===== src/hdl/sds_pkg.sv =====
// ----------------------------------------------------------------------------
// sds_pkg
// Shared types, widths and constants of the servo dispense sequencer.
// ----------------------------------------------------------------------------
`timescale 1ns / 1ps

package sds_pkg;

  localparam int MODULES_DEF = 8;

  localparam int CMD_W      = 2;
  localparam int MOD_W      = 3;
  localparam int MOD_SLOTS  = 1 << MOD_W;
  localparam int IR_W       = 8;
  localparam int IN_DATA_W  = ((MOD_W + IR_W + 7) / 8) * 8;

  localparam int CH_W       = 4;
  localparam int OFF_W      = 10;
  localparam int STATUS_W   = 2;
  localparam int RES_W      = 1 + CH_W + OFF_W + 1 + STATUS_W + 1;
  localparam int OUT_DATA_W = ((RES_W + 7) / 8) * 8;

  localparam int TIME_W     = 32;
  localparam int MS_W       = 16;
  localparam int ANGLE_W    = 8;
  localparam int ATT_W      = 4;

  localparam int CFG_IDX_W  = 3;
  localparam int CFG_DATA_W = 16;

  localparam int QUEUE_DEPTH = 2;

  localparam logic [TIME_W-1:0]  POLL_GAP_MS = TIME_W'(50);
  localparam logic [ANGLE_W-1:0] ANGLE_MAX   = ANGLE_W'(180);
  localparam logic [OFF_W-1:0]   OFF_BASE    = OFF_W'(150);
  localparam logic [OFF_W-1:0]   OFF_MAX     = OFF_W'(600);
  localparam logic [ATT_W-1:0]   ATT_CAP     = ATT_W'(15);

  // register reset values
  localparam logic                 DRIVER_RST     = 1'b1;
  localparam logic                 SENSOR_RST     = 1'b1;
  localparam logic [ANGLE_W-1:0]   HOME_ANGLE_RST = ANGLE_W'(0);
  localparam logic [ANGLE_W-1:0]   DISP_ANGLE_RST = ANGLE_W'(90);
  localparam logic [MS_W-1:0]      DISP_MS_RST    = MS_W'(1200);
  localparam logic [MS_W-1:0]      HOME_MS_RST    = MS_W'(1500);
  localparam logic [MS_W-1:0]      RETRY_MS_RST   = MS_W'(1000);
  localparam logic [ATT_W-1:0]     MAX_ATT_RST    = ATT_W'(3);

  // dispense status codes
  localparam logic [STATUS_W-1:0] ST_BUSY    = 2'd0;
  localparam logic [STATUS_W-1:0] ST_SUCCESS = 2'd1;
  localparam logic [STATUS_W-1:0] ST_EMPTY   = 2'd2;

  typedef enum logic [CMD_W-1:0] {
    CMD_TICK   = 2'd0,
    CMD_START  = 2'd1,
    CMD_TOGGLE = 2'd2,
    CMD_NOP    = 2'd3
  } cmd_e;

  typedef enum logic [CFG_IDX_W-1:0] {
    CFG_DRIVER     = 3'd0,
    CFG_SENSOR     = 3'd1,
    CFG_HOME_ANGLE = 3'd2,
    CFG_DISP_ANGLE = 3'd3,
    CFG_DISP_MS    = 3'd4,
    CFG_HOME_MS    = 3'd5,
    CFG_RETRY_MS   = 3'd6,
    CFG_MAX_ATT    = 3'd7
  } cfg_reg_e;

  // what the back end has to do with a request
  typedef enum logic [1:0] {
    K_TICK,
    K_START,
    K_TOGGLE,
    K_NONE
  } item_kind_e;

  typedef struct packed {
    item_kind_e       kind;
    logic             in_range;
    logic [MOD_W-1:0] module_index;
    logic [IR_W-1:0]  ir_byte;
  } item_t;

  // first member sits in the top bits
  typedef struct packed {
    logic                manual_active;
    logic [STATUS_W-1:0] dispense_status;
    logic                start_accepted;
    logic [OFF_W-1:0]    pwm_off;
    logic [CH_W-1:0]     pwm_channel;
    logic                pwm_valid;
  } result_t;

  // 150 + angle*450/180 = 150 + (angle*5)/2, angle saturated at 180
  function automatic logic [OFF_W-1:0] angle_to_off(input logic [ANGLE_W-1:0] angle);
    logic [ANGLE_W-1:0] sat;
    logic [OFF_W-1:0]   times5;
    sat    = (angle > ANGLE_MAX) ? ANGLE_MAX : angle;
    times5 = (OFF_W'(sat) << 2) + OFF_W'(sat);
    return OFF_BASE + (times5 >> 1);
  endfunction

endpackage


===== src/hdl/sds_front.sv =====
// ----------------------------------------------------------------------------
// sds_front
// Unpacks an incoming request and classifies it for the back end.
// ----------------------------------------------------------------------------
`timescale 1ns / 1ps

module sds_front #(
  parameter int MODULES = sds_pkg::MODULES_DEF
) (
  input  logic [sds_pkg::IN_DATA_W-1:0] tdata_i,  // module_index[2:0], ir_byte[10:3]
  input  logic [sds_pkg::CMD_W-1:0]     tuser_i,  // cmd[1:0]
  output sds_pkg::item_t                item_o
);
  import sds_pkg::*;

  logic [MOD_W-1:0] mod;
  logic             in_range;

  assign mod      = tdata_i[MOD_W-1:0];
  assign in_range = (32'(mod) < MODULES);

  always_comb begin
    item_o.module_index = mod;
    item_o.ir_byte      = tdata_i[MOD_W +: IR_W];
    item_o.in_range     = in_range;
    unique case (cmd_e'(tuser_i))
      CMD_TICK:   item_o.kind = K_TICK;
      CMD_START:  item_o.kind = K_START;
      // a toggle of a slot that does not exist has no effect
      CMD_TOGGLE: item_o.kind = in_range ? K_TOGGLE : K_NONE;
      CMD_NOP:    item_o.kind = K_NONE;
    endcase
  end

endmodule


===== src/hdl/sds_fifo.sv =====
// ----------------------------------------------------------------------------
// sds_fifo
// Short queue of classified requests between front and back end.
// ----------------------------------------------------------------------------
`timescale 1ns / 1ps

module sds_fifo (
  input  logic           clk_i,
  input  logic           rst_ni,
  input  logic           push_i,
  input  sds_pkg::item_t item_i,
  output logic           ready_o,
  input  logic           pop_i,
  output logic           valid_o,
  output sds_pkg::item_t item_o
);
  import sds_pkg::*;

  localparam int PTR_W = $clog2(QUEUE_DEPTH);

  item_t            mem_q [QUEUE_DEPTH];
  logic [PTR_W-1:0] wr_ptr_q, wr_ptr_d;
  logic [PTR_W-1:0] rd_ptr_q, rd_ptr_d;
  logic [PTR_W:0]   count_q, count_d;
  logic             do_push, do_pop;

  assign ready_o = (count_q != (PTR_W + 1)'(QUEUE_DEPTH));
  assign valid_o = (count_q != '0);
  assign item_o  = mem_q[rd_ptr_q];

  assign do_push = push_i && ready_o;
  assign do_pop  = pop_i && valid_o;

  always_comb begin
    wr_ptr_d = do_push ? wr_ptr_q + 1'b1 : wr_ptr_q;
    rd_ptr_d = do_pop  ? rd_ptr_q + 1'b1 : rd_ptr_q;
    count_d  = count_q + (PTR_W + 1)'(do_push) - (PTR_W + 1)'(do_pop);
  end

  always_ff @(posedge clk_i or negedge rst_ni) begin
    if (!rst_ni) begin
      wr_ptr_q <= '0;
      rd_ptr_q <= '0;
      count_q  <= '0;
    end else begin
      wr_ptr_q <= wr_ptr_d;
      rd_ptr_q <= rd_ptr_d;
      count_q  <= count_d;
    end
  end

  always_ff @(posedge clk_i) begin
    if (do_push) begin
      mem_q[wr_ptr_q] <= item_i;
    end
  end

endmodule


===== src/hdl/sds_back.sv =====
// ----------------------------------------------------------------------------
// sds_back
// Dispense sequencer: timekeeping, phase control, sensor polling, manual
// flags, configuration registers and the registered result stage.
// ----------------------------------------------------------------------------
`timescale 1ns / 1ps

module sds_back (
  input  logic                            clk_i,
  input  logic                            rst_ni,
  input  logic                            cfg_we_i,
  input  logic [sds_pkg::CFG_IDX_W-1:0]   cfg_idx_i,
  input  logic [sds_pkg::CFG_DATA_W-1:0]  cfg_data_i,
  input  logic                            item_valid_i,
  input  sds_pkg::item_t                  item_i,
  output logic                            pop_o,
  output logic                            res_valid_o,
  input  logic                            res_ready_i,
  output sds_pkg::result_t                res_o
);
  import sds_pkg::*;

  localparam logic [1:0] PH_IDLE = 2'd0;
  localparam logic [1:0] PH_DISP = 2'd1;
  localparam logic [1:0] PH_HOME = 2'd2;
  localparam logic [1:0] PH_WAIT = 2'd3;

  // configuration
  logic               driver_q, sensor_q;
  logic [ANGLE_W-1:0] home_angle_q, disp_angle_q;
  logic [MS_W-1:0]    disp_ms_q, home_ms_q, retry_ms_q;
  logic [ATT_W-1:0]   max_att_q;

  // sequencer state
  logic [TIME_W-1:0]    time_q, time_d;
  logic [TIME_W-1:0]    phase_start_q, phase_start_d;
  logic [TIME_W-1:0]    last_poll_q, last_poll_d;
  logic [1:0]           phase_q, phase_d;
  logic [MOD_W-1:0]     task_mod_q, task_mod_d;
  logic                 task_in_range_q, task_in_range_d;
  logic [ATT_W-1:0]     attempts_q, attempts_d;
  logic                 pill_q, pill_d;
  logic [STATUS_W-1:0]  final_q, final_d;
  logic [MOD_SLOTS-1:0] manual_q, manual_d;

  logic                 res_valid_q;
  result_t              res_q, res_d;

  logic [TIME_W-1:0]  now, el_phase, el_poll;
  logic [ATT_W-1:0]   att_inc;
  logic               poll_hit, pill_new;
  logic [OFF_W-1:0]   home_off, disp_off;
  item_kind_e         kind;

  assign pop_o       = item_valid_i && (!res_valid_q || res_ready_i);
  assign res_valid_o = res_valid_q;
  assign res_o       = res_q;

  // empty queue slot decodes as no operation
  assign kind = item_valid_i ? item_i.kind : K_NONE;

  assign home_off = angle_to_off(home_angle_q);
  assign disp_off = angle_to_off(disp_angle_q);

  assign now      = time_q + TIME_W'(1);
  assign el_phase = now - phase_start_q;
  assign el_poll  = now - last_poll_q;
  assign att_inc  = (attempts_q < ATT_CAP) ? attempts_q + 1'b1 : attempts_q;

  // channel is always below 8 here, so only the bit level matters
  assign poll_hit = sensor_q && !pill_q && (phase_q == PH_DISP || phase_q == PH_HOME)
                    && (el_poll > POLL_GAP_MS);
  assign pill_new = pill_q || (poll_hit && !item_i.ir_byte[task_mod_q]);

  always_comb begin
    time_d          = time_q;
    phase_start_d   = phase_start_q;
    last_poll_d     = last_poll_q;
    phase_d         = phase_q;
    task_mod_d      = task_mod_q;
    task_in_range_d = task_in_range_q;
    attempts_d      = attempts_q;
    pill_d          = pill_q;
    final_d         = final_q;
    manual_d        = manual_q;
    res_d           = '0;

    unique case (kind)
      K_TICK: begin
        time_d = now;
        if (driver_q && phase_q != PH_IDLE) begin
          if (poll_hit) begin
            last_poll_d = now;
          end
          pill_d = pill_new;
          unique case (phase_q)
            PH_DISP: begin
              if (el_phase >= TIME_W'(disp_ms_q)) begin
                res_d.pwm_valid   = 1'b1;
                res_d.pwm_channel = CH_W'(task_mod_q);
                res_d.pwm_off     = home_off;
                phase_d           = PH_HOME;
                phase_start_d     = now;
              end
            end
            PH_HOME: begin
              if (el_phase >= TIME_W'(home_ms_q)) begin
                // release the servo, then judge the attempt
                res_d.pwm_valid   = 1'b1;
                res_d.pwm_channel = CH_W'(task_mod_q);
                res_d.pwm_off     = '0;
                if (pill_new || !sensor_q) begin
                  final_d = ST_SUCCESS;
                  phase_d = PH_IDLE;
                  if (task_in_range_q) begin
                    manual_d[task_mod_q] = 1'b0;
                  end
                end else begin
                  attempts_d = att_inc;
                  if (att_inc >= max_att_q) begin
                    final_d = ST_EMPTY;
                    phase_d = PH_IDLE;
                    if (task_in_range_q) begin
                      manual_d[task_mod_q] = 1'b0;
                    end
                  end else begin
                    phase_d       = PH_WAIT;
                    phase_start_d = now;
                  end
                end
              end
            end
            PH_WAIT: begin
              if (el_phase >= TIME_W'(retry_ms_q)) begin
                res_d.pwm_valid   = 1'b1;
                res_d.pwm_channel = CH_W'(task_mod_q);
                res_d.pwm_off     = disp_off;
                phase_d           = PH_DISP;
                phase_start_d     = now;
              end
            end
            PH_IDLE: begin
            end
          endcase
        end
      end
      K_START: begin
        if (driver_q && phase_q == PH_IDLE) begin
          res_d.pwm_valid      = 1'b1;
          res_d.pwm_channel    = CH_W'(item_i.module_index);
          res_d.pwm_off        = disp_off;
          res_d.start_accepted = 1'b1;
          phase_d              = PH_DISP;
          phase_start_d        = time_q;
          task_mod_d           = item_i.module_index;
          task_in_range_d      = item_i.in_range;
          attempts_d           = '0;
          pill_d               = 1'b0;
          final_d              = ST_BUSY;
        end
      end
      K_TOGGLE: begin
        if (driver_q) begin
          manual_d[item_i.module_index] = !manual_q[item_i.module_index];
          res_d.pwm_valid   = 1'b1;
          res_d.pwm_channel = CH_W'(item_i.module_index);
          res_d.pwm_off     = manual_q[item_i.module_index] ? home_off : disp_off;
        end
      end
      K_NONE: begin
      end
    endcase

    res_d.dispense_status = (phase_d != PH_IDLE) ? ST_BUSY : final_d;
    res_d.manual_active   = item_i.in_range && manual_d[item_i.module_index];
  end

  always_ff @(posedge clk_i or negedge rst_ni) begin
    if (!rst_ni) begin
      driver_q     <= DRIVER_RST;
      sensor_q     <= SENSOR_RST;
      home_angle_q <= HOME_ANGLE_RST;
      disp_angle_q <= DISP_ANGLE_RST;
      disp_ms_q    <= DISP_MS_RST;
      home_ms_q    <= HOME_MS_RST;
      retry_ms_q   <= RETRY_MS_RST;
      max_att_q    <= MAX_ATT_RST;
    end else if (cfg_we_i) begin
      unique case (cfg_reg_e'(cfg_idx_i))
        CFG_DRIVER:     driver_q     <= cfg_data_i[0];
        CFG_SENSOR:     sensor_q     <= cfg_data_i[0];
        CFG_HOME_ANGLE: home_angle_q <= cfg_data_i[ANGLE_W-1:0];
        CFG_DISP_ANGLE: disp_angle_q <= cfg_data_i[ANGLE_W-1:0];
        CFG_DISP_MS:    disp_ms_q    <= cfg_data_i[MS_W-1:0];
        CFG_HOME_MS:    home_ms_q    <= cfg_data_i[MS_W-1:0];
        CFG_RETRY_MS:   retry_ms_q   <= cfg_data_i[MS_W-1:0];
        CFG_MAX_ATT:    max_att_q    <= cfg_data_i[ATT_W-1:0];
      endcase
    end
  end

  always_ff @(posedge clk_i or negedge rst_ni) begin
    if (!rst_ni) begin
      time_q          <= '0;
      phase_start_q   <= '0;
      last_poll_q     <= '0;
      phase_q         <= PH_IDLE;
      task_mod_q      <= '0;
      task_in_range_q <= 1'b0;
      attempts_q      <= '0;
      pill_q          <= 1'b0;
      final_q         <= ST_BUSY;
      manual_q        <= '0;
      res_valid_q     <= 1'b0;
    end else begin
      if (pop_o) begin
        time_q          <= time_d;
        phase_start_q   <= phase_start_d;
        last_poll_q     <= last_poll_d;
        phase_q         <= phase_d;
        task_mod_q      <= task_mod_d;
        task_in_range_q <= task_in_range_d;
        attempts_q      <= attempts_d;
        pill_q          <= pill_d;
        final_q         <= final_d;
        manual_q        <= manual_d;
        res_valid_q     <= 1'b1;
      end else if (res_ready_i) begin
        res_valid_q <= 1'b0;
      end
    end
  end

  always_ff @(posedge clk_i) begin
    if (pop_o) begin
      res_q <= res_d;
    end
  end

endmodule


===== src/hdl/servo_dispense_sequencer.sv =====
// ----------------------------------------------------------------------------
// servo_dispense_sequencer
// Runs the swing / return / retry cycle of one dispenser module's servo,
// polls the pill sensor and reports PWM writes and dispense status.
// ----------------------------------------------------------------------------
//  channel   | dir | handshake                     | payload
//  s_axis    | in  | s_axis_tvalid / s_axis_tready | tuser cmd, tdata module, ir byte
//  m_axis    | out | m_axis_tvalid / m_axis_tready | tdata pwm write, status, manual
//  cfg       | in  | cfg_we_i (no back-pressure)   | cfg_idx_i, cfg_data_i
//
// One request per clock while s_axis_tready is high. The back end executes each
// queued request and registers its result once the result register is free.
// A two-entry request queue sits between classifier and sequencer; s_axis_tready
// drops only when it is full while the result register is held by m_axis_tready.
// Reset clears the control state and loads the register defaults; no clearing pass.
// ----------------------------------------------------------------------------
`timescale 1ns / 1ps

module servo_dispense_sequencer #(
  parameter int MODULES = sds_pkg::MODULES_DEF
) (
  input  logic                            clk_i,
  input  logic                            rst_ni,
  input  logic                            s_axis_tvalid,
  output logic                            s_axis_tready,
  // module_index[2:0], ir_byte[10:3], zero fill above
  input  logic [sds_pkg::IN_DATA_W-1:0]   s_axis_tdata,
  // cmd[1:0]
  input  logic [sds_pkg::CMD_W-1:0]       s_axis_tuser,
  output logic                            m_axis_tvalid,
  input  logic                            m_axis_tready,
  // pwm_valid[0], pwm_channel[4:1], pwm_off[14:5], start_accepted[15],
  // dispense_status[17:16], manual_active[18], zero fill above
  output logic [sds_pkg::OUT_DATA_W-1:0]  m_axis_tdata,
  input  logic                            cfg_we_i,
  input  logic [sds_pkg::CFG_IDX_W-1:0]   cfg_idx_i,
  input  logic [sds_pkg::CFG_DATA_W-1:0]  cfg_data_i
);
  import sds_pkg::*;

  item_t   front_item, queue_item;
  logic    queue_valid, queue_pop;
  result_t res;

  sds_front #(
    .MODULES (MODULES)
  ) u_front (
    .tdata_i (s_axis_tdata),
    .tuser_i (s_axis_tuser),
    .item_o  (front_item)
  );

  sds_fifo u_fifo (
    .clk_i   (clk_i),
    .rst_ni  (rst_ni),
    .push_i  (s_axis_tvalid),
    .item_i  (front_item),
    .ready_o (s_axis_tready),
    .pop_i   (queue_pop),
    .valid_o (queue_valid),
    .item_o  (queue_item)
  );

  sds_back u_back (
    .clk_i        (clk_i),
    .rst_ni       (rst_ni),
    .cfg_we_i     (cfg_we_i),
    .cfg_idx_i    (cfg_idx_i),
    .cfg_data_i   (cfg_data_i),
    .item_valid_i (queue_valid),
    .item_i       (queue_item),
    .pop_o        (queue_pop),
    .res_valid_o  (m_axis_tvalid),
    .res_ready_i  (m_axis_tready),
    .res_o        (res)
  );

  assign m_axis_tdata = OUT_DATA_W'(res);

endmodule


===== config.mk =====
export PLATFORM = sky130hd
export DESIGN_NAME = servo_dispense_sequencer
export DESIGN_NICKNAME = d
export VERILOG_FILES = /design/src/hdl/sds_pkg.sv /design/src/hdl/sds_front.sv /design/src/hdl/sds_fifo.sv /design/src/hdl/sds_back.sv /design/src/hdl/servo_dispense_sequencer.sv
export SDC_FILE = /design/constraint.sdc
export NUM_CORES = 1
export LEC_CHECK = 0
export BUFFER_PORTS_ARGS = -buffer_cell sky130_fd_sc_hd__buf_4
export CAP_MARGIN = 20
export CORE_MARGIN = 3
export CORE_UTILIZATION = 60
export DETAILED_ROUTE_END_ITERATION = 10
export PLACE_DENSITY = 0.88
export SLEW_MARGIN = 15
export SYNTH_ARGS = -nofsm -noshare
export SYNTH_HDL_FRONTEND = slang
export SYNTH_HIERARCHICAL = 1
export SYNTH_SLANG_ARGS = --single-unit

===== constraint.sdc =====
create_clock -name clk_i -period 11.14 [get_ports clk_i]
set_input_delay 1.671 -clock clk_i [delete_from_list [all_inputs] [get_ports clk_i]]
set_output_delay 1.671 -clock clk_i [all_outputs]
set_load 0.02 [all_outputs]

==> impl_metrics.tcl, run 1 <==
set metrics [dict create \
    setup.worst_path.class "reg2reg" \
    tritoncts.num_buffers 28 \
    syn_area_mm2 0.01739 \
    cts_post_setup_buffers_inserted 0 \
    setup.worst_path.end_class "flop" \
    ys_ff_latch 238 \
    critical-path-slowest-cell "sky130_fd_sc_hd__or4_1" \
    setup_slack_ns 2.883 \
    unrepaired_setup_endpoints_after_global_routing "false" \
    antenna_violating_nets_post_route 0 \
    tritoncts "built" \
    worstSkewPairLatency_ns 0.55 \
    grt_overflow 0 \
    port-buffer-count 56 \
    vias_per_cell 6.170 \
    critPathLaunchType "flop" \
    wl_um 41310 \
    first_pass_grt_wire_length_um 68870 \
    grt_start_max_net_pins 125 \
    synth_sequential_area_ratio_pct 35.75 \
    min-delay-path-class "reg2reg" \
    timing.critical_path.slowest_cell_delay_ns 0.69 \
    postSynthCellCount 1913 \
    dr.first_iter.drc_count 1251 \
    post_synth_edffs 46 \
    status "completed" \
    rows 61 \
    setup-tns-final_ns 0 \
    critical_path_arrival_ns 8.68 \
    synth_area_per_cell_um2 9.090 \
    antennaDiodeCount 0 \
    crit_path_max_fanout 32 \
    ctsHoldBuffers 0 \
    timing.max_cap.violations 0 \
    average_detailed_routed_wire_length_per_instance_um 17.96 \
    postCtsResizedCells 0 \
    finalClockSkew_ns 0.02545 \
    boundaryPins 68 \
    postLayoutCellArea_mm2 0.01878 \
    max_clock_freq_mhz 121.1 \
    vertical_die_dimension_um 176.2 \
    post-place-ws_ns 3.132 \
    initial_core_util_pct 61.74 \
    fill_cells 2062 \
    maxSlewViolCount 0 \
    cts_max_path_buffers 3 \
    detail_route.first_pass.iterations 6 \
    die_w_um 176.2 \
    synthFlopType "sky130_fd_sc_hd__dfrtp_1" \
    grt_antenna_before_repair 0 \
    htree_num_levels 1 \
    proportion_of_layout_cells_with_a_drive_suffix_above_1_pct 12.43 \
    cp.required_ns 11.56 \
    power.density_cell_area_mw_per_mm2 251.3 \
    worst_setup_hold_path_clk_slew_ns 0.06 \
    period_share_pct 74.12 \
    net_count_of_the_finished_layout 2082 \
    max_slew.worst_pin.slew_ns 1.055 \
    cellLeakagePower_nw 8.622 \
    synth_cell_type_count 82 \
    areaGrowthSynthToFinish_pct 8.015 \
    yosys_warnings 6 \
    detailed_place_hpwl_um 30050 \
    gpl.final_weighted_congestion 0.9445 \
    report.final.hold_viol_count 0 \
    peakVddDrop_mv 0.1950 \
    layout_min_cycle_time_ns 8.257 \
    die_area_mm2 0.03106 \
    clock-sinks 238 \
    final-setup-viol-count 0 \
    placedInstanceArea_mm2 0.01784 \
    slew_headroom_pct 29.00 \
    ctsRootBufferMaster "sky130_fd_sc_hd__clkbuf_16" \
    async_flop_share_pct 80.67 \
    grt_pass1_vias 14120 \
    core-area_mm2 0.02816 \
    grtUsageTotal_pct 26.42 \
    drc 0 \
    route.vias.total 14190 \
]
-- critical path, delay by kind of cell, from the launching register on --
kind                     cells  cell delay [ns]
XOR/XNOR                     2             0.62
AO/OA/AOI/OAI                7             1.74
adder cells (fa/ha/maj)      2             0.72
buffers and inverters        1             0.50
AND/OR/NAND/NOR             12             3.57
multiplexers                 1             0.38
flip-flops                   1             0.54
-- layout make-up --
class,count,area [um2],area share (%)
clock buffer,39,773.2,4.117
clock inverter,13,161.4,0.8593
inverter,155,581.8,3.098
multi-input combinational,1412,10080,53.69
sequential,238,6217,33.10
tap,378,473.0,2.518
timing repair buffer,65,491.7,2.618
-- cell usage in the layout, fill, tap and decap left out, types with 13 or more instances in the layout --
cell,synthesis,routed
sky130_fd_sc_hd__a21o_1,38,38
sky130_fd_sc_hd__a21oi_1,133,133
sky130_fd_sc_hd__a31oi_1,19,19
sky130_fd_sc_hd__and2_1,15,15
sky130_fd_sc_hd__and3_1,14,14
sky130_fd_sc_hd__buf_4,19,63
sky130_fd_sc_hd__clkbuf_16,0,29
sky130_fd_sc_hd__dfrtp_1,167,167
sky130_fd_sc_hd__dfstp_2,25,25
sky130_fd_sc_hd__edfxtp_1,46,46
sky130_fd_sc_hd__ha_1,136,136
sky130_fd_sc_hd__inv_1,154,154
sky130_fd_sc_hd__mux2_2,80,80
sky130_fd_sc_hd__mux2i_1,45,45
sky130_fd_sc_hd__nand2_1,148,148
sky130_fd_sc_hd__nand2b_1,28,28
sky130_fd_sc_hd__nand3_1,47,47
sky130_fd_sc_hd__nand4_1,34,34
sky130_fd_sc_hd__nor2_1,160,159
sky130_fd_sc_hd__nor2b_1,20,20
sky130_fd_sc_hd__nor3_1,23,22
sky130_fd_sc_hd__o211ai_1,13,13
sky130_fd_sc_hd__o21a_1,23,23
sky130_fd_sc_hd__o21ai_0,80,80
sky130_fd_sc_hd__o21bai_1,14,14
sky130_fd_sc_hd__o221ai_1,15,15
sky130_fd_sc_hd__o22ai_1,14,14
sky130_fd_sc_hd__xnor2_1,94,94
sky130_fd_sc_hd__xor2_1,61,61
-- sequential cells by signal, summed over array words and instances (netlist names), 2 cells and up --
signal	cells
u_back/max_att_q	4
u_fifo/count_q	2
u_back/disp_ms_q	16
u_back/phase_start_q	32
u_back/home_angle_q	8
u_back/time_q	32
u_back/attempts_q	4
u_back/final_q	2
u_fifo/mem_q	28
u_back/res_o	18
u_back/manual_q	8
u_back/retry_ms_q	16
u_back/task_mod_q	3
u_back/disp_angle_q	8
u_back/home_ms_q	16
u_back/last_poll_q	32
u_back/phase_q	2
-- path summary, 6_finish.rpt --
kind	slack, ns	start	to	cells past startpoint
max in group asynchronous	8.34	rst_ni	u_back/last_poll_q[24]	2
min in group asynchronous	1.24	rst_ni	u_back/disp_angle_q[7]	1
worst min register to register	0.50	u_fifo/wr_ptr_q	u_fifo/wr_ptr_q	1
worst min-delay path	0.50	u_fifo/wr_ptr_q	u_fifo/wr_ptr_q	1
worst max register to register	2.88	u_back/time_q[0]	u_back/phase_start_q[31]	25
worst max-delay path	2.88	u_back/time_q[0]	u_back/phase_start_q[31]	25
-- cells by family after synthesis --
group	synth area share [%]
simple gates	14.84
mux	8.483
compound gates	16.43
fa+ha+maj	10.25
buf+inv	6.382
xor+xnor	7.807
flops	35.75
other cells	0.06475
-- power by group --
| part | leakage [nW] | switching (mW) | internal [mW] |
|---|---|---|---|
| Clock | 0.457 | 0.364 | 0.556 |
| Sequential | 2.72 | 0.140 | 1.17 |
| Combinational | 5.45 | 1.49 | 1.01 |
| Total | 8.62 | 1.99 | 2.73 |
-- cells in the mapped netlist (25+ instances only) --
cell | n | area share (%)
sky130_fd_sc_hd__mux2_2 | 80 | 5.2
sky130_fd_sc_hd__dfrtp_1 | 167 | 24
sky130_fd_sc_hd__nand2b_1 | 28 | 1.0
sky130_fd_sc_hd__xnor2_1 | 94 | 4.7
sky130_fd_sc_hd__a21oi_1 | 133 | 3.8
sky130_fd_sc_hd__a21o_1 | 38 | 1.6
sky130_fd_sc_hd__edfxtp_1 | 46 | 7.9
sky130_fd_sc_hd__nor2_1 | 160 | 3.5
sky130_fd_sc_hd__nand3_1 | 47 | 1.4
sky130_fd_sc_hd__xor2_1 | 61 | 3.1
sky130_fd_sc_hd__ha_1 | 136 | 9.8
sky130_fd_sc_hd__o21ai_0 | 80 | 2.3
sky130_fd_sc_hd__nand2_1 | 148 | 3.2
sky130_fd_sc_hd__mux2i_1 | 45 | 2.6
sky130_fd_sc_hd__inv_1 | 154 | 3.3
sky130_fd_sc_hd__clkbuf_1 | 76 | 1.6
sky130_fd_sc_hd__dfstp_2 | 25 | 3.8
sky130_fd_sc_hd__nand4_1 | 34 | 1.2
-- per-layer routing --
metal	vias to the layer above	GRT usage (%)	wire, um
li1	6706	-	-
met1	6870	34.18	17160
met2	504	45.73	20480
met3	111	3.054	2213
met4	0	9.799	1447
met5	-	0	0
-- metrics by stage --
stage / power [mW] / hold WS (ns) / cells / utilization, %
floorplan: 3.131 / 0.4538 / 1917 / -
global placement: 3.608 / 0.4720 / 2247 / 63.36
detailed placement: 3.727 / 0.4887 / 2247 / 63.36
CTS: 4.700 / 0.4923 / 2299 / 66.68
global route: 5.076 / 0.5139 / 2300 / 66.69
finish: 4.720 / 0.4973 / 2300 / 66.69
Power figures use the tool's default switching activity.
==> run 2, diff against run 1 <==
--- a/config.mk
+++ b/config.mk
@@ -8,9 +8,9 @@
 export BUFFER_PORTS_ARGS = -buffer_cell sky130_fd_sc_hd__buf_4
 export CAP_MARGIN = 20
 export CORE_MARGIN = 3
-export CORE_UTILIZATION = 60
+export CORE_UTILIZATION = 57
 export DETAILED_ROUTE_END_ITERATION = 10
-export PLACE_DENSITY = 0.88
+export PLACE_DENSITY = 0.87
 export SLEW_MARGIN = 15
 export SYNTH_ARGS = -nofsm -noshare
 export SYNTH_HDL_FRONTEND = slang
==> constraint.sdc (replaced) <==
create_clock -name clk_i -period 6.8 [get_ports clk_i]
set_input_delay 1.02 -clock clk_i [delete_from_list [all_inputs] [get_ports clk_i]]
set_output_delay 1.02 -clock clk_i [all_outputs]
set_load 0.02 [all_outputs]
==> impl_metrics.tcl, run 2 (synthesized netlist as in run 1, its figures left out) <==
set metrics [dict create \
    die_w_um 180.7 \
    tritoncts "built" \
    startpoint_of_the_most_critical_register_to_register_path "u_back/time_q[0]" \
    unrepaired_setup_endpoints_after_global_routing "true" \
    htree_num_levels 1 \
    dr.first_iter.drc_count 1693 \
    critPathLaunchType "flop" \
    top_regs "u_back/last_poll_q: 32 flops, u_back/phase_start_q: 32 flops, u_back/time_q: 32 flops" \
    report.final.hold_viol_count 0 \
    setup.worst_path.class "reg2reg" \
    timing.reg2reg.setup_slack_ns -0.01 \
    average_detailed_routed_wire_length_per_instance_um 18.50 \
    antennaDiodeCount 0 \
    finalClockSkew_ns 0.02211 \
    p_comb_share_pct 54.1 \
    timing.rr.end "u_back/res_o[18]" \
    hold_path_depth 1 \
    ctsHoldBuffers 0 \
    clock-sinks 238 \
    core-area_mm2 0.02987 \
    detail_route.first_pass.iterations 6 \
    areaGrowthSynthToFinish_pct 14.73 \
    rows 63 \
    gpl.final_weighted_congestion 0.9354 \
    grt_overflow 0 \
    setup_slack_ns -0.01224 \
    crit_path_max_fanout 9 \
    grt_start_max_net_pins 95 \
    p_clk_share_pct 19.6 \
    p_sw_mw 3.446 \
    layout_min_cycle_time_ns 6.812 \
    vertical_die_dimension_um 180.7 \
    proportion_of_layout_cells_with_a_drive_suffix_above_1_pct 18.97 \
    max_slew.worst_pin.slew_ns 1.071 \
    antenna_violating_nets_post_route 0 \
    peakVddDrop_mv 0.2921 \
    cts_max_path_buffers 3 \
    hold_path.startpoint "u_back/home_ms_q[14]" \
    layout.cells.most_common "sky130_fd_sc_hd__buf_4" \
    min-delay-path-class "reg2reg" \
    power.density_cell_area_mw_per_mm2 407.2 \
    worst_hold_path.endpoint "u_back/home_ms_q[14]" \
    setup.worst_path.end_class "flop" \
    status "finished with violations" \
    initial_core_util_pct 58.21 \
    drc 0 \
    critical_path_arrival_ns 7.13 \
    postLayoutCellArea_mm2 0.01995 \
    route.vias.total 15060 \
    intPower_mw 4.678 \
    first_pass_grt_wire_length_um 73700 \
    boundaryPins 68 \
    maxSlewViolCount 0 \
    hold_slack_ns 0.5078 \
    fill_cells 2114 \
    timing.max_cap.violations 0 \
    worst_setup_hold_path_clk_slew_ns 0.06 \
    p_sw_share_pct 42.42 \
    tritoncts.num_buffers 28 \
    detailed_place_hpwl_um 31830 \
    ctsRootBufferMaster "sky130_fd_sc_hd__clkbuf_16" \
    slew_headroom_pct 28.25 \
    cp.required_ns 7.12 \
    grtUsageTotal_pct 26.68 \
    port-buffer-count 56 \
    wl_um 45160 \
    rr_worst_depth 26 \
    cellLeakagePower_nw 9.360 \
    worstSkewPairLatency_ns 0.55 \
    vias_per_cell 6.171 \
    power_frac_seq_pct 26.3 \
    max_clock_freq_mhz 146.8 \
    grt_pass1_vias 15100 \
    period_share_pct 100.2 \
    mostFrequentLayoutCells "sky130_fd_sc_hd__buf_4, sky130_fd_sc_hd__dfrtp_1, sky130_fd_sc_hd__nor2_1" \
    grt_antenna_before_repair 0 \
    die_area_mm2 0.03264 \
    violations "negative setup slack" \
    placedInstanceArea_mm2 0.01873 \
    final-setup-viol-count 1 \
    net_count_of_the_finished_layout 2211 \
]
==> run 2: changes by cell type in the layout (fill, tap and decap cells not counted), moves of 4 or more <==
cell                       delta
sky130_fd_sc_hd__buf_4      +129
sky130_fd_sc_hd__clkbuf_1     -9
sky130_fd_sc_hd__xnor2_1      -5
sky130_fd_sc_hd__xnor2_2      +5
sky130_fd_sc_hd__clkinv_1     +4
==> run 2: worst max-delay path by stage <==
stage | end | start | slack [ns]
5_1_grt | u_back/phase_start_q[0] | u_back/time_q[0] | -0.20
6_report | u_back/res_o[18] | u_back/time_q[0] | -0.01
4_1_cts | u_back/res_o[18] | u_back/time_q[0] | 0.03
3_3_place_gp | u_back/res_o[18] | u_back/time_q[0] | -0.07
3_5_place_dp | u_back/phase_start_q[30] | u_back/time_q[1] | -0.20
2_1_floorplan | u_back/phase_start_q[0] | u_back/time_q[0] | 0.11
==> run 2: cell type report <==
cell class	instances	area (um2)	area share (%)
Inverter	155	581.8	2.916
Multi-Input combinational cell	1412	10190	51.09
Clock buffer	32	778.2	3.901
Timing Repair Buffer	194	1475	7.394
Clock inverter	20	217.7	1.091
Sequential cell	238	6217	31.16
Tap cell	390	488.0	2.446
==> run 2: through the flow <==
stage	total power, mW	setup slack [ns]	instances	util [%]	TNS (ns)
6_report	8.124	-0.01224	2441	66.78	-0.01224
5_1_grt	8.672	-0.2006	2441	66.78	-3.573
4_1_cts	8.002	0.02573	2432	66.24	0
3_5_place_dp	6.281	-0.1974	2373	62.68	-2.603
3_3_place_gp	6.033	-0.06501	2373	62.68	-0.06501
2_1_floorplan	5.129	0.1102	1917	-	0
==> run 2: routing by layer <==
| layer | GRT usage (%) | wire [um] | vias to the layer above |
|---|---|---|---|
| met4 | 12.34 | 2219 | 0 |
| met2 | 46.34 | 22170 | 702 |
| met5 | 0 | 0 | - |
| met1 | 33.11 | 17860 | 7212 |
| li1 | - | - | 6975 |
| met3 | 3.411 | 2910 | 175 |
==> run 2: repair_timing <==
item / in CTS / in global routing
resized for setup: 2 / 16
hold endpoints to repair: 0 / 0
pin swaps: 1 / 6
endpoints found under the setup margin: 29 / 55
setup buffers: 7 / 9
==> run 2: power by group through the flow <==
stage	Combinational, mW	Sequential [mW]	Clock [mW]
final	4.40	2.13	1.59
after global routing	4.82	2.17	1.67
after CTS	4.26	2.13	1.61
after detailed placement	4.13	2.15	0
after global placement	3.91	2.12	0
after floorplan	2.99	2.14	0
==> run 2: critical path, cell delays in order (launching register included) <==
cell                        delay (ns)
sky130_fd_sc_hd__dfrtp_1          0.35
sky130_fd_sc_hd__buf_4            0.17
sky130_fd_sc_hd__nand4_1          0.33
sky130_fd_sc_hd__nor3_4           0.39
sky130_fd_sc_hd__buf_4            0.18
sky130_fd_sc_hd__xor2_1           0.38
sky130_fd_sc_hd__ha_1             0.43
sky130_fd_sc_hd__a21oi_1          0.26
sky130_fd_sc_hd__o22ai_1          0.16
sky130_fd_sc_hd__a211oi_1         0.28
sky130_fd_sc_hd__o21a_1           0.20
sky130_fd_sc_hd__xnor2_1          0.19
sky130_fd_sc_hd__ha_1             0.31
sky130_fd_sc_hd__a21o_1           0.19
sky130_fd_sc_hd__a21oi_1          0.15
sky130_fd_sc_hd__o21a_1           0.17
sky130_fd_sc_hd__nor3b_1          0.26
sky130_fd_sc_hd__o311ai_0         0.21
sky130_fd_sc_hd__nand2_1          0.24
sky130_fd_sc_hd__nand2b_1         0.13
sky130_fd_sc_hd__nor4_4           0.21
sky130_fd_sc_hd__buf_4            0.18
sky130_fd_sc_hd__a21oi_1          0.10
sky130_fd_sc_hd__and3_1           0.27
sky130_fd_sc_hd__a31oi_1          0.25
sky130_fd_sc_hd__o311ai_0         0.18
sky130_fd_sc_hd__a2111oi_2        0.43
==> run 3, diff against run 2 <==
--- a/config.mk
+++ b/config.mk
@@ -11,6 +11,7 @@
 export CORE_UTILIZATION = 57
 export DETAILED_ROUTE_END_ITERATION = 10
 export PLACE_DENSITY = 0.87
+export SETUP_SLACK_MARGIN = 0.4
 export SLEW_MARGIN = 15
 export SYNTH_ARGS = -nofsm -noshare
 export SYNTH_HDL_FRONTEND = slang
==> impl_metrics.tcl, run 3 (synthesized netlist as in run 1, its figures left out) <==
set metrics [dict create \
    route.vias.total 14690 \
    clock-sinks 238 \
    highest-signal-layer "met4" \
    report.final.hold_viol_count 0 \
    net_count_of_the_finished_layout 2134 \
    worstSkewPairLatency_ns 0.56 \
    postLayoutCellArea_mm2 0.01989 \
    finalClockSkew_ns 0.02783 \
    drc 0 \
    die_w_um 180.7 \
    grt_pass1_vias 14610 \
    rows 63 \
    crit_path_max_fanout 8 \
    die_area_mm2 0.03264 \
    detail_route.first_pass.iterations 6 \
    layout_min_cycle_time_ns 6.362 \
    setup.worst_path.end_class "flop" \
    vertical_die_dimension_um 180.7 \
    maxSlewViolCount 0 \
    boundaryPins 68 \
    power.density_cell_area_mw_per_mm2 407.1 \
    setup-tns-final_ns 0 \
    proportion_of_layout_cells_with_a_drive_suffix_above_1_pct 19.72 \
    critPathLaunchType "flop" \
    final-setup-viol-count 0 \
    max_slew.worst_pin.slew_ns 1.038 \
    areaGrowthSynthToFinish_pct 14.35 \
    unrepaired_setup_endpoints_after_global_routing "true" \
    placedInstanceArea_mm2 0.01820 \
    average_detailed_routed_wire_length_per_instance_um 19.11 \
    period_share_pct 93.55 \
    antenna_violating_nets_post_route 0 \
    timing.max_cap.violations 0 \
    gpl.final_weighted_congestion 0.9435 \
    grtUsageTotal_pct 25.45 \
    tritoncts "built" \
    critical_path_arrival_ns 6.82 \
    dr.first_iter.drc_count 1370 \
    cellLeakagePower_nw 9.079 \
    route.layer.met1.wl_um 17890 \
    final_core_util_pct 66.56 \
    grt_antenna_before_repair 0 \
    first_pass_grt_wire_length_um 70370 \
    min-delay-path-class "reg2reg" \
    max_clock_freq_mhz 157.2 \
    grt_overflow 0 \
    detailed_place_hpwl_um 30810 \
    setup.worst_path.class "reg2reg" \
    tritoncts.num_buffers 27 \
    total_met3_wirelength_after_detailed_routing_um 2609 \
    cp.required_ns 7.26 \
    layout.cells.most_common "sky130_fd_sc_hd__dfrtp_1" \
    vias_per_cell 6.217 \
    grt_start_max_net_pins 128 \
    met2WireLength_um 22890 \
    fill_cells 2126 \
    htree_num_levels 1 \
    top_regs "u_back/last_poll_q: 32 flops, u_back/phase_start_q: 32 flops, u_back/time_q: 32 flops" \
    wl_um 45160 \
    ctsRootBufferMaster "sky130_fd_sc_hd__clkbuf_16" \
    mostFrequentLayoutCells "sky130_fd_sc_hd__dfrtp_1, sky130_fd_sc_hd__nor2_1, sky130_fd_sc_hd__inv_1" \
    initial_core_util_pct 58.21 \
    core-area_mm2 0.02987 \
    worst_setup_hold_path_clk_slew_ns 0.06 \
    port-buffer-count 56 \
    slew_headroom_pct 30.46 \
    status "completed" \
    cts_max_path_buffers 3 \
    peakVddDrop_mv 0.2460 \
    antennaDiodeCount 0 \
]
[run 3: cell count changes in the layout (fill, tap and decap cells not counted), moves of 6 or more]
cell | previous run | this run
sky130_fd_sc_hd__a21oi_2 | 1 | 9
sky130_fd_sc_hd__ha_1 | 135 | 121
sky130_fd_sc_hd__a21oi_1 | 133 | 125
sky130_fd_sc_hd__xor2_2 | 1 | 7
sky130_fd_sc_hd__xnor2_2 | 5 | 13
sky130_fd_sc_hd__xor2_1 | 60 | 54
sky130_fd_sc_hd__ha_4 | 0 | 9
sky130_fd_sc_hd__buf_4 | 192 | 112
sky130_fd_sc_hd__xnor2_1 | 89 | 79
[run 3: final cells by class]
class                      instances  area, um2  share of cell area [%]
clock buffer                      42      869.6                   4.373
clock inverter                     8      117.6                  0.5915
inverter                         155      581.8                   2.926
multi-input combinational       1412      10670                   53.65
sequential                       238       6222                   31.29
tap                              390      488.0                   2.454
timing repair buffer             118      937.1                   4.713
[run 3: worst paths after layout]
path,slack [ns],depth (start not counted),end,start
hold / removal,0.49,1,u_back/pill_q,u_back/pill_q
setup reg to reg,0.44,27,u_back/phase_start_q[15],u_back/time_q[1]
hold reg to reg,0.49,1,u_back/pill_q,u_back/pill_q
min in group asynchronous,0.61,1,u_back/disp_angle_q[2],rst_ni
max in group asynchronous,4.63,2,u_back/time_q[5],rst_ni
setup / recovery,0.44,27,u_back/phase_start_q[15],u_back/time_q[1]
[run 3: through the flow]
| stage | hold WS, ns | cells | setup WS (ns) | total power, mW |
|---|---|---|---|---|
| finish | 0.4948 | 2363 | 0.4384 | 8.096 |
| global route | 0.5153 | 2363 | 0.2531 | 8.641 |
| CTS | 0.4945 | 2349 | 0.3936 | 7.860 |
| detailed placement | 0.4804 | 2296 | 0.1504 | 6.161 |
| global placement | 0.4701 | 2295 | 0.2560 | 5.936 |
| floorplan | 0.4538 | 1917 | 0.4172 | 5.131 |
[run 3: where the power goes]
part           leakage (nW)  total, mW  switching (mW)  internal, mW
Combinational          5.89       4.38            2.60          1.78
Clock                 0.480       1.57           0.608         0.961
Sequential             2.71       2.15           0.237          1.91
[run 3: critical path: stages, from the launching register on]
cell and delay, ns:
sky130_fd_sc_hd__dfrtp_2 0.43, sky130_fd_sc_hd__ha_4 0.19, sky130_fd_sc_hd__nand3_4 0.11, sky130_fd_sc_hd__nor2_4 0.12, sky130_fd_sc_hd__nand3_2 0.13, sky130_fd_sc_hd__or2_4 0.31
sky130_fd_sc_hd__nor2_2 0.14, sky130_fd_sc_hd__and3_4 0.21, sky130_fd_sc_hd__and3_4 0.22, sky130_fd_sc_hd__and3_4 0.22, sky130_fd_sc_hd__nand3_2 0.12, sky130_fd_sc_hd__xnor2_2 0.18
sky130_fd_sc_hd__ha_1 0.34, sky130_fd_sc_hd__buf_4 0.18, sky130_fd_sc_hd__and3_2 0.23, sky130_fd_sc_hd__a21o_1 0.18, sky130_fd_sc_hd__o41ai_1 0.05, sky130_fd_sc_hd__a21oi_1 0.09
sky130_fd_sc_hd__xnor2_1 0.14, sky130_fd_sc_hd__or3b_1 0.39, sky130_fd_sc_hd__or4_4 0.61, sky130_fd_sc_hd__o211ai_4 0.26, sky130_fd_sc_hd__nand3_1 0.12, sky130_fd_sc_hd__a211o_1 0.34
sky130_fd_sc_hd__a221oi_4 0.29, sky130_fd_sc_hd__buf_12 0.19, sky130_fd_sc_hd__buf_4 0.18, sky130_fd_sc_hd__mux2i_4 0.26
[run 3: layer usage]
layer  vias to the layer above  GRT usage, %
li1                       6815             -
met1                      7166         31.40
met2                       581         45.27
met3                       129         3.169
met4                         0         10.16
met5                         -             0
[run 3: timing repair]
action,4_1_cts,5_1_grt
resized for setup,20,94
hold buffers,0,0
setup endpoints to repair,46,59
pin swaps,2,21
setup buffers,3,14
